===== src/rtl/msp_rx_pkg.sv =====
// Shared types and constants for the MSP v1 frame receiver.
package msp_rx_pkg;

	localparam logic [7:0] MARK_BYTE = 8'h4D;

	localparam logic [7:0] PREAMBLE_RST = 8'd36;
	localparam logic [7:0] DIR_TO_RST   = 8'd60;
	localparam logic [7:0] DIR_FROM_RST = 8'd62;
	localparam logic [7:0] SIZE_LIM_RST = 8'd64;

	localparam logic [1:0] REG_PREAMBLE = 2'd0;
	localparam logic [1:0] REG_DIR_TO   = 2'd1;
	localparam logic [1:0] REG_DIR_FROM = 2'd2;
	localparam logic [1:0] REG_SIZE_LIM = 2'd3;

	localparam logic OP_BYTE    = 1'b0;
	localparam logic OP_TIMEOUT = 1'b1;

	localparam logic KIND_PAYLOAD = 1'b0;
	localparam logic KIND_END     = 1'b1;

	localparam logic [2:0] ST_OK      = 3'd0;
	localparam logic [2:0] ST_HEADER  = 3'd1;
	localparam logic [2:0] ST_DIR     = 3'd2;
	localparam logic [2:0] ST_LONG    = 3'd3;
	localparam logic [2:0] ST_SUM     = 3'd4;
	localparam logic [2:0] ST_TIMEOUT = 3'd5;

	typedef enum logic [2:0] {
		PH_HUNT,
		PH_MARK,
		PH_DIR,
		PH_SIZE,
		PH_CMD,
		PH_BODY,
		PH_SUM
	} phase_t;

	typedef struct packed {
		logic       op;
		logic [7:0] rx_byte;
	} in_t;

	typedef struct packed {
		logic       kind;
		logic [7:0] data;
		logic [7:0] command;
		logic       from_controller;
		logic [7:0] frame_size;
		logic [2:0] status;
	} out_t;

endpackage


===== src/rtl/msp_rx_parser.sv =====
// Header/payload/checksum state machine with its configuration registers.
module msp_rx_parser import msp_rx_pkg::*; (
	input  logic       clk,
	input  logic       arst_n,
	input  logic       cfg_we,
	input  logic [1:0] cfg_index,
	input  logic [7:0] cfg_data,
	input  logic       take,
	input  in_t        item,
	output logic       res_valid,
	output out_t       res_item
);

	logic [7:0] preamble_q, dir_to_q, dir_from_q, size_lim_q;

	phase_t     phase_q, phase_d;
	logic       dir_q, dir_d;
	logic [7:0] len_q, len_d;
	logic [7:0] cmd_q, cmd_d;
	logic [7:0] cnt_q, cnt_d;
	logic [7:0] xor_q, xor_d;

	always_ff @(posedge clk or negedge arst_n) begin
		if (!arst_n) begin
			preamble_q <= PREAMBLE_RST;
			dir_to_q   <= DIR_TO_RST;
			dir_from_q <= DIR_FROM_RST;
			size_lim_q <= SIZE_LIM_RST;
		end else if (cfg_we) begin
			case (cfg_index)
				REG_PREAMBLE: preamble_q <= cfg_data;
				REG_DIR_TO:   dir_to_q   <= cfg_data;
				REG_DIR_FROM: dir_from_q <= cfg_data;
				REG_SIZE_LIM: size_lim_q <= cfg_data;
				default: ;
			endcase
		end
	end

	always_ff @(posedge clk or negedge arst_n) begin
		if (!arst_n) begin
			phase_q <= PH_HUNT;
			dir_q   <= 1'b0;
			len_q   <= '0;
			cmd_q   <= '0;
			cnt_q   <= '0;
			xor_q   <= '0;
		end else if (take) begin
			phase_q <= phase_d;
			dir_q   <= dir_d;
			len_q   <= len_d;
			cmd_q   <= cmd_d;
			cnt_q   <= cnt_d;
			xor_q   <= xor_d;
		end
	end

	logic       hit;
	logic       kind;
	logic [7:0] data;
	logic [2:0] status;
	logic [7:0] b;
	logic [7:0] cnt_inc;

	assign b       = item.rx_byte;
	assign cnt_inc = cnt_q + 8'd1;

	always_comb begin
		phase_d = phase_q;
		dir_d   = dir_q;
		len_d   = len_q;
		cmd_d   = cmd_q;
		cnt_d   = cnt_q;
		xor_d   = xor_q;
		hit     = 1'b0;
		kind    = KIND_END;
		data    = '0;
		status  = ST_OK;
		if (item.op == OP_TIMEOUT) begin
			if (phase_q != PH_HUNT) begin
				hit     = 1'b1;
				status  = ST_TIMEOUT;
				phase_d = PH_HUNT;
			end
		end else begin
			case (phase_q)
				PH_HUNT: begin
					if (b == preamble_q) begin
						dir_d   = 1'b0;
						len_d   = '0;
						cmd_d   = '0;
						cnt_d   = '0;
						xor_d   = '0;
						phase_d = PH_MARK;
					end
				end
				PH_MARK: begin
					if (b != MARK_BYTE) begin
						hit     = 1'b1;
						status  = ST_HEADER;
						phase_d = PH_HUNT;
					end else begin
						phase_d = PH_DIR;
					end
				end
				PH_DIR: begin
					if (b == dir_from_q) begin
						dir_d   = 1'b1;
						phase_d = PH_SIZE;
					end else if (b == dir_to_q) begin
						dir_d   = 1'b0;
						phase_d = PH_SIZE;
					end else begin
						hit     = 1'b1;
						status  = ST_DIR;
						phase_d = PH_HUNT;
					end
				end
				PH_SIZE: begin
					len_d = b;
					if (b > size_lim_q) begin
						hit     = 1'b1;
						status  = ST_LONG;
						phase_d = PH_HUNT;
					end else begin
						xor_d   = b;
						phase_d = PH_CMD;
					end
				end
				PH_CMD: begin
					cmd_d   = b;
					xor_d   = xor_q ^ b;
					cnt_d   = '0;
					phase_d = (len_q == 8'd0) ? PH_SUM : PH_BODY;
				end
				PH_BODY: begin
					xor_d = xor_q ^ b;
					cnt_d = cnt_inc;
					if (cnt_inc >= len_q)
						phase_d = PH_SUM;
					hit  = 1'b1;
					kind = KIND_PAYLOAD;
					data = b;
				end
				PH_SUM: begin
					hit     = 1'b1;
					data    = b;
					status  = (b == xor_q) ? ST_OK : ST_SUM;
					phase_d = PH_HUNT;
				end
				default: phase_d = PH_HUNT;
			endcase
		end
	end

	// fields reflect the frame state as updated by this beat
	assign res_valid                = take & hit;
	assign res_item.kind            = kind;
	assign res_item.data            = data;
	assign res_item.command         = cmd_d;
	assign res_item.from_controller = dir_d;
	assign res_item.frame_size      = len_d;
	assign res_item.status          = status;

endmodule


===== src/rtl/msp_v1_frame_receiver.sv =====
// A result appears on the output register in the cycle after its input beat.
// Throughput: one beat per cycle; in_stall rises only while the output register
// holds a result that out_stall keeps from leaving.
// Reset (arst_n low): configuration to its defaults, parser to preamble hunt,
// output register empty.
// Top level of the MSP v1 frame receiver.
module msp_v1_frame_receiver import msp_rx_pkg::*; (
	input  logic       clk,
	input  logic       arst_n,
	input  logic       cfg_we,
	input  logic [1:0] cfg_index,
	input  logic [7:0] cfg_data,
	input  logic       in_valid,
	output logic       in_stall,
	input  in_t        in_item,
	output logic       out_valid,
	input  logic       out_stall,
	output out_t       out_item
);

	logic out_valid_q;
	out_t out_item_q;
	logic take;
	logic load;
	logic res_valid;
	out_t res_item;

	assign load     = !out_valid_q || !out_stall;
	assign in_stall = !load;
	assign take     = in_valid && load;

	msp_rx_parser u_parser (
		.clk       (clk),
		.arst_n    (arst_n),
		.cfg_we    (cfg_we),
		.cfg_index (cfg_index),
		.cfg_data  (cfg_data),
		.take      (take),
		.item      (in_item),
		.res_valid (res_valid),
		.res_item  (res_item)
	);

	always_ff @(posedge clk or negedge arst_n) begin
		if (!arst_n)
			out_valid_q <= 1'b0;
		else if (load)
			out_valid_q <= res_valid;
	end

	always_ff @(posedge clk) begin
		if (load && res_valid)
			out_item_q <= res_item;
	end

	assign out_valid = out_valid_q;
	assign out_item  = out_item_q;

endmodule


===== config.mk =====
export PLATFORM = sky130hd
export DESIGN_NAME = msp_v1_frame_receiver
export DESIGN_NICKNAME = d
export VERILOG_FILES = /design/src/rtl/msp_rx_pkg.sv /design/src/rtl/msp_rx_parser.sv /design/src/rtl/msp_v1_frame_receiver.sv
export SDC_FILE = /design/constraint.sdc
export NUM_CORES = 1
export LEC_CHECK = 0
export BUFFER_PORTS_ARGS = -buffer_cell sky130_fd_sc_hd__buf_2
export CAP_MARGIN = 5
export CORE_MARGIN = 3
export CORE_UTILIZATION = 35
export DETAILED_ROUTE_END_ITERATION = 12
export GPL_TIMING_DRIVEN = 0
export PLACE_DENSITY = 0.59
export SYNTH_ARGS = -nofsm -noshare
export SYNTH_HDL_FRONTEND = slang
export SYNTH_SLANG_ARGS = --single-unit

===== constraint.sdc =====
create_clock -name clk -period 4.6 [get_ports clk]
set_input_delay 0.92 -clock clk [delete_from_list [all_inputs] [get_ports clk]]
set_output_delay 0.92 -clock clk [all_outputs]
set_load 0.02 [all_outputs]

==> impl_summary.log, run 1 <==
[metrics] kind of critical path: primary input to register
[metrics] Seq cells post-synth: 98
[metrics] simple-gate share of the synthesized area: 0.120
[metrics] kind of start point of the critical path: primary input
[metrics] leading register cell type out of synthesis: dfrtp_1
[metrics] initial core utilization: 0.364
[metrics] final antenna-violating net count: 0
[metrics] compound-gate portion of the synthesized area: 0.152
[metrics] initial antenna violation count: 0
[metrics] largest net degree at the start of global routing: 70
[metrics] number of clock buffers inserted by TritonCTS: 9
[metrics] xor-xnor portion of the synthesized cell area: 0.0664
[metrics] RSZ-0062 raised after global routing: false
[metrics] Slew Limit Headroom: 0.412
[metrics] clock sink count: 98
[metrics] detailed-route wire length: 11600 µm
[metrics] Synthesis Warnings: 0
[metrics] Cell Area, Synth: 0.00514 mm²
[metrics] WL/cell: 16.8 µm
[metrics] minimum clock period after layout: 3.08 ns
[metrics] vias per inst: 5.26
[metrics] total power draw: 2.56 mW
[metrics] final weighted congestion of routability-driven global placement: 0.823
[metrics] CTS tree: yes
[metrics] Power Density: 428 mW/mm²
[metrics] part of the cycle the worst path needs: 0.670
[metrics] All-Layer GR Usage: 0.151
[metrics] total DRC errors in the routed layout: 0
[metrics] upper clock frequency limit: 325 MHz
[metrics] post-detailed-placement half-perimeter wirelength: 8450 µm
[metrics] sequential fraction of the synthesis area: 0.508
[metrics] die extent in y: 127 µm
[metrics] number of port buffers: 52
[metrics] number of gates resized after cts: 0
[metrics] count of flip-flops with a built-in enable after synthesis: 29
[metrics] wire length of the first global-routing pass: 19300 µm
[metrics] number of buffers and inverters on the critical path: 3
[metrics] unique cell type count in the Yosys netlist: 53
[metrics] most frequent cells in the layout: dfrtp_1, buf_2, a22o_1, mux2_2, nor2_1
[metrics] critical path endpoint category: register
[metrics] maximum VDD drop: 0.000282 V
[metrics] critical path data required time: 4.66 ns
[metrics] Tightest Pin Transition: 0.881 ns
[metrics] Max clock buf depth: 2
[metrics] Total Neg Setup Slack: 0 ns
[metrics] Setup Buffers After CTS: 0
[metrics] maxcap violations: 0
[metrics] delay-heaviest family, CP: compound AO/OA/AOI/OAI gates
[metrics] outcome: complete, no violations
[metrics] Avg Inst Size Synth: 11.6 µm²
[metrics] fraction of layout cells with a size suffix above 1: 0.285
[metrics] critical-path cell with the highest stage delay: nor3b_4
[metrics] H-tree depth: 3
[metrics] maximum fanout along the worst path: 21
[metrics] grt ovf: 0
[metrics] clock-pin slew on the worst setup and hold paths: 0.07 ns
[metrics] cell at the root of the clock tree: clkbuf_16
[metrics] area leader, netlist: dfrtp_1
[metrics] synth-to-layout area growth: 16.2%
[metrics] most frequent standard cell in the layout excluding fill and tap cells: dfrtp_1
[metrics] adder-cell share of the synthesized area: 0.0414
[metrics] Synth Net Count: 485
[metrics] number of setup violations in the final report: 0
[metrics] DRT Pass-1 Iters: 4
[metrics] number of buffers added to fix hold violations after cts: 0
[metrics] Leakage: 2.55 nW
[metrics] cell row count: 43
[metrics] layout net count: 549
[metrics] ranking of synthesized cells by area: dfrtp_1, edfxtp_1, mux2_2, dfstp_2, a22o_1
[metrics] main combinational cell family by area after synthesis: compound AO/OA/AOI/OAI gates
[metrics] die area: 0.0162 mm²
[metrics] Core Area: 0.0141 mm²
[metrics] endpoints failing hold: 0
[metrics] proportion of synthesized area in mux cells: 0.0744
[metrics] proportion of synthesized flip-flops having asynchronous set or reset: 0.704
[metrics] source-to-sink clock delay at the later pin of the worst-skew pair: 0.35 ns
[metrics] Clock Skew: 0.00966 ns
[metrics] Largest stage delay, worst path: 0.59 ns
[metrics] Max Transition Viols Final: 0
[metrics] horizontal die dimension: 127 µm
[metrics] critical-path cell list: buf_6 > inv_1 > ha_1 > nor2b_1 > o211ai_1 > a21o_1 > a211oi_1 > a311oi_1 > nor3b_4 > buf_8
[metrics] count of mapped cells out of synthesis: 444
[metrics] top-area cell type share of the netlist area: 0.277
[metrics] antenna cell count: 0
[metrics] detailed-route via count: 3643
[metrics] top-level port count: 55
[metrics] vias in the first global route: 3651
[metrics] initial DRC count: 223
[metrics] classification of the worst-slack hold path: register to register
[metrics] data arrival time at the worst-slack endpoint: 3.14 ns
==> worst paths after layout <==
path	start	to	slack (ns)	depth (start not counted)
worst max register to register	u_parser.size_lim_q[6]	out_item[7]	1.78	8
min in group asynchronous	arst_n	u_parser.preamble_q[6]	0.69	1
worst min register to register	u_parser.cmd_q[6]	u_parser.cmd_q[6]	0.51	1
worst max-delay path	in_item[0]	out_item[7]	1.52	10
worst min-delay path	u_parser.cmd_q[6]	u_parser.cmd_q[6]	0.51	1
max in group asynchronous	arst_n	u_parser.cnt_q[1]	3.34	1
==> Yosys cell counts (9+ instances only) <==
master,count
nand2_1,16
xor2_1,20
buf_4,9
a22o_1,34
nor2_1,31
inv_1,18
and2_1,15
mux2_2,34
dfstp_2,12
xnor2_1,19
o21ai_0,29
dfrtp_1,57
edfxtp_1,29
a21oi_1,13
ha_1,17
==> power by group <==
group	internal, mW	switching, mW	total, mW
clock	0.439	0.352	0.790
combinational	0.263	0.376	0.639
sequential	1.06	0.0712	1.13
total	1.76	0.798	2.56
==> layer usage <==
layer / GRT usage / wire length [µm]
met1: 0.211 / 5270
met2: 0.239 / 5430
met3: 0.0339 / 761
met4: 0.0397 / 172
met5: 0 / 0
==> cells by family (layout without fill, tap and decap cells) <==
group | count (synthesis) | in the layout
xor+xnor | 39 | 39
fa+ha+maj | 17 | 17
compound gates | 110 | 110
mux | 34 | 34
simple gates | 110 | 110
flops | 98 | 98
buf+inv | 36 | 105
==> cell type report <==
type	count	area, µm²
timing repair buffer	53	278
tap	180	225
inverter	18	67.6
multi-input combinational	310	2350
clock buffer	9	225
fill	1351	8180
clock inverter	7	91.3
sequential	98	2610
buffer	18	128
==> sequential cells by signal (all words and copies together) (netlist names) <==
register	cells
u_parser.dir_q	1
u_parser.size_lim_q	8
u_parser.preamble_q	8
out_item	29
u_parser.len_q	8
u_parser.xor_q	8
u_parser.cmd_q	8
u_parser.phase_q	3
u_parser.dir_from_q	8
u_parser.cnt_q	8
out_valid	1
u_parser.dir_to_q	8
==> worst reg2reg max path, stage by stage (launching register included) <==
cell and delay (ns):
dfstp_2 0.53, inv_1 0.04, ha_1 0.29, nand4_1 0.17, a21o_1 0.21, a211oi_1 0.29
a311oi_1 0.14, nor3b_4 0.59, buf_8 0.27
==> through the flow <==
stage | utilization | hold WS [ns] | setup slack [ns] | area (µm²) | std cells
after floorplan | - | 0.466 | 0.955 | 5150 | 444
after global placement | 0.398 | 0.482 | 0.187 | 5630 | 676
after detailed placement | 0.400 | 0.482 | 1.10 | 5660 | 677
after CTS | 0.422 | 0.507 | 1.49 | 5970 | 693
after global routing | 0.422 | 0.522 | 1.33 | 5970 | 693
final | 0.422 | 0.505 | 1.52 | 5970 | 693
(Power assumes the default switching activity.)
==> inputs of run 2 (changes only) <==
--- a/config.mk
+++ b/config.mk
@@ -11,7 +11,7 @@
 export CORE_UTILIZATION = 35
 export DETAILED_ROUTE_END_ITERATION = 12
 export GPL_TIMING_DRIVEN = 0
-export PLACE_DENSITY = 0.59
+export PLACE_DENSITY = 0.61
 export SYNTH_ARGS = -nofsm -noshare
 export SYNTH_HDL_FRONTEND = slang
 export SYNTH_SLANG_ARGS = --single-unit
==> constraint.sdc (replaced) <==
create_clock -name clk -period 2.5 [get_ports clk]
set_input_delay 0.5 -clock clk [delete_from_list [all_inputs] [get_ports clk]]
set_output_delay 0.5 -clock clk [all_outputs]
set_load 0.02 [all_outputs]
==> run 2 against run 1 <==
Die area did not move. Routed wire length increased by 3.2%. Global-route usage up 0.053 points. Critical endpoint is now u_parser.phase_q[0]. Sequential cell count is the same. Largest cell class unchanged. Clock power rose by 70%. Setup slack worse by 1.5 ns. Largest power group unchanged.
==> impl_summary.log, run 2 (same netlist as run 1, synthesis figures left out) <==
[metrics] CTS tree: yes
[metrics] Psw: 1.50 mW
[metrics] cell at the root of the clock tree: clkbuf_16
[metrics] most frequent cells in the layout: dfrtp_1, buf_2, a22o_1
[metrics] Max Transition Viols Final: 0
[metrics] source-to-sink clock delay at the later pin of the worst-skew pair: 0.35 ns
[metrics] detailed-route wire length: 12000 µm
[metrics] H-tree depth: 3
[metrics] most frequent standard cell in the layout excluding fill and tap cells: dfrtp_1
[metrics] RSZ-0062 raised after global routing: true
[metrics] area taken by flip-flops and latches: 0.00261 mm²
[metrics] horizontal die dimension: 127 µm
[metrics] critical path data required time: 2.73 ns
[metrics] cells on worst reg2reg path: 10
[metrics] All-Layer GR Usage: 0.152
[metrics] cell internal pwr: 3.15 mW
[metrics] critical-path cell list: and3_4 > and3_4 > and3_4 > xor2_2 > ha_1 > o21ai_2 > nor2_2 > a2111oi_4 > nor3_2 > mux2_4
[metrics] final design utilization: 0.432
[metrics] combined area of the multi-input logic cells: 0.00245 mm²
[metrics] part of the cycle the worst path needs: 0.999
[metrics] Tightest Pin Transition: 0.895 ns
[metrics] switch share: 0.322
[metrics] total power draw: 4.65 mW
[metrics] final weighted congestion of routability-driven global placement: 0.850
[metrics] fraction of layout cells with a size suffix above 1: 0.321
[metrics] Reg2Reg Capture Point: u_parser.phase_q[0]
[metrics] Max clock buf depth: 2
[metrics] Clock Skew: 0.00896 ns
[metrics] maximum fanout along the worst path: 4
[metrics] beginning of the worst register-to-register path: u_parser.cnt_q[1]
[metrics] Total Neg Setup Slack: 0 ns
[metrics] vias per inst: 5.37
[metrics] largest net degree at the start of global routing: 70
[metrics] post-detailed-placement half-perimeter wirelength: 8600 µm
[metrics] maximum VDD drop: 0.000348 V
[metrics] wire length of the first global-routing pass: 19500 µm
[metrics] Largest stage delay, worst path: 0.45 ns
[metrics] layout net count: 553
[metrics] classification of the worst-slack hold path: primary input to asynchronous set/reset pin
[metrics] kind of critical path: register to register
[metrics] initial DRC count: 222
[metrics] Power Density: 762 mW/mm²
[metrics] kind of start point of the critical path: register
[metrics] clock sink count: 98
[metrics] Leakage: 2.56 nW
[metrics] critical path endpoint category: register
[metrics] max reg flops: 29
[metrics] initial core utilization: 0.364
[metrics] detailed-route via count: 3745
[metrics] WL/cell: 17.2 µm
[metrics] vias in the first global route: 3799
[metrics] number of buffers added to fix hold violations after cts: 0
[metrics] final antenna-violating net count: 0
[metrics] fillers: 1355
[metrics] Reg power frac: 0.447
[metrics] die area: 0.0162 mm²
[metrics] Core Area: 0.0141 mm²
[metrics] Slew Limit Headroom: 0.403
[metrics] die extent in y: 127 µm
[metrics] upper clock frequency limit: 400 MHz
[metrics] Top cell by count, worst path: and3_4
[metrics] critical-path cell with the highest stage delay: dfrtp_2
[metrics] number of setup violations in the final report: 0
[metrics] synth-to-layout area growth: 18.8%
[metrics] cell row count: 43
[metrics] minimum clock period after layout: 2.50 ns
[metrics] DRT Pass-1 Iters: 4
[metrics] flop-to-flop setup slack: 0.001 ns
[metrics] initial antenna violation count: 0
[metrics] total DRC errors in the routed layout: 0
[metrics] outcome: complete, no violations
[metrics] logic gate share of total power: 0.265
[metrics] antenna cell count: 0
[metrics] top-level port count: 55
[metrics] grt ovf: 0
[metrics] clock-pin slew on the worst setup and hold paths: 0.07 ns
[metrics] Clock power frac: 0.288
[metrics] number of port buffers: 52
[metrics] number of clock buffers inserted by TritonCTS: 9
[metrics] maxcap violations: 0
[metrics] data arrival time at the worst-slack endpoint: 2.73 ns
[metrics] endpoints failing hold: 0
[run 2: changes by cell type in the layout (fill, tap and decap cells not counted), moves of 2 or more]
cell    change
buf_4       +4
ha_4        +3
ha_1        -3
and3_4      +3
and3_1      -3
nor2_1      -2
nor2_2      +2
[run 2: worst max path at each step]
| stage | from | endpoint | slack [ns] | cells after the start |
|---|---|---|---|---|
| 6_report | u_parser.cnt_q[1] | u_parser.phase_q[0] | 0.001 | 10 |
| 5_1_grt | u_parser.cnt_q[0] | u_parser.phase_q[0] | -0.11 | 9 |
| 3_3_place_gp | in_item[1] | out_item[12] | -0.79 | 8 |
| 2_1_floorplan | in_item[0] | out_item[0] | -0.21 | 9 |
| 4_1_cts | u_parser.cnt_q[1] | u_parser.phase_q[0] | -0.02 | 9 |
| 3_5_place_dp | in_item[1] | out_item[12] | -0.34 | 9 |
[run 2: power by group through the flow]
stage	Sequential (mW)	Clock, mW	Combinational [mW]
6_report	2.08	1.34	1.24
3_3_place_gp	2.10	0	1.15
4_1_cts	2.08	1.38	1.22
5_1_grt	2.11	1.45	1.37
3_5_place_dp	2.11	0	1.20
2_1_floorplan	2.18	0	0.759
[run 2: final cells by class]
class / instances / share of cell area
repair buffers: 57 / 0.0504
clock inverters: 7 / 0.0117
multi-input cells: 310 / 0.402
flip-flops and latches: 98 / 0.428
inverters: 18 / 0.0123
clock buffers: 9 / 0.0369
plain buffers: 18 / 0.0223
well taps: 180 / 0.0369
[run 2: metal layers]
metal | wire length [µm] | global-route usage | up-vias
met5 | 0 | 0 | -
met4 | 185 | 0.0429 | 0
met3 | 601 | 0.0293 | 12
met2 | 5710 | 0.248 | 98
met1 | 5510 | 0.207 | 1864
li1 | - | - | 1771
[run 2: worst max-delay path, delay by kind of cell (launching register included)]
kind | cells | cell delay (ns)
AOI/OAI and AO/OA | 2 | 0.43
xor gates and xnor gates | 1 | 0.15
adders and majority gates | 1 | 0.33
DFF | 1 | 0.45
muxes | 1 | 0.30
and+or+nand+nor | 5 | 0.72
[run 2: stage by stage]
| step | worst slack (ns) | hold slack [ns] | std cells | cell area [µm²] |
|---|---|---|---|---|
| 6_report | 0.00131 | 0.265 | 697 | 6110 |
| 5_1_grt | -0.109 | 0.336 | 697 | 6110 |
| 4_1_cts | -0.0156 | 0.304 | 695 | 6030 |
| 3_5_place_dp | -0.339 | 0.482 | 677 | 5710 |
| 3_3_place_gp | -0.790 | 0.482 | 676 | 5690 |
| 2_1_floorplan | -0.208 | 0.204 | 444 | 5210 |
[run 2: timing repair]
action | CTS | global route
resized for setup | 2 | 13
pin swaps | 3 | 11
endpoints found under the setup margin | 25 | 2
setup buffers | 2 | 2
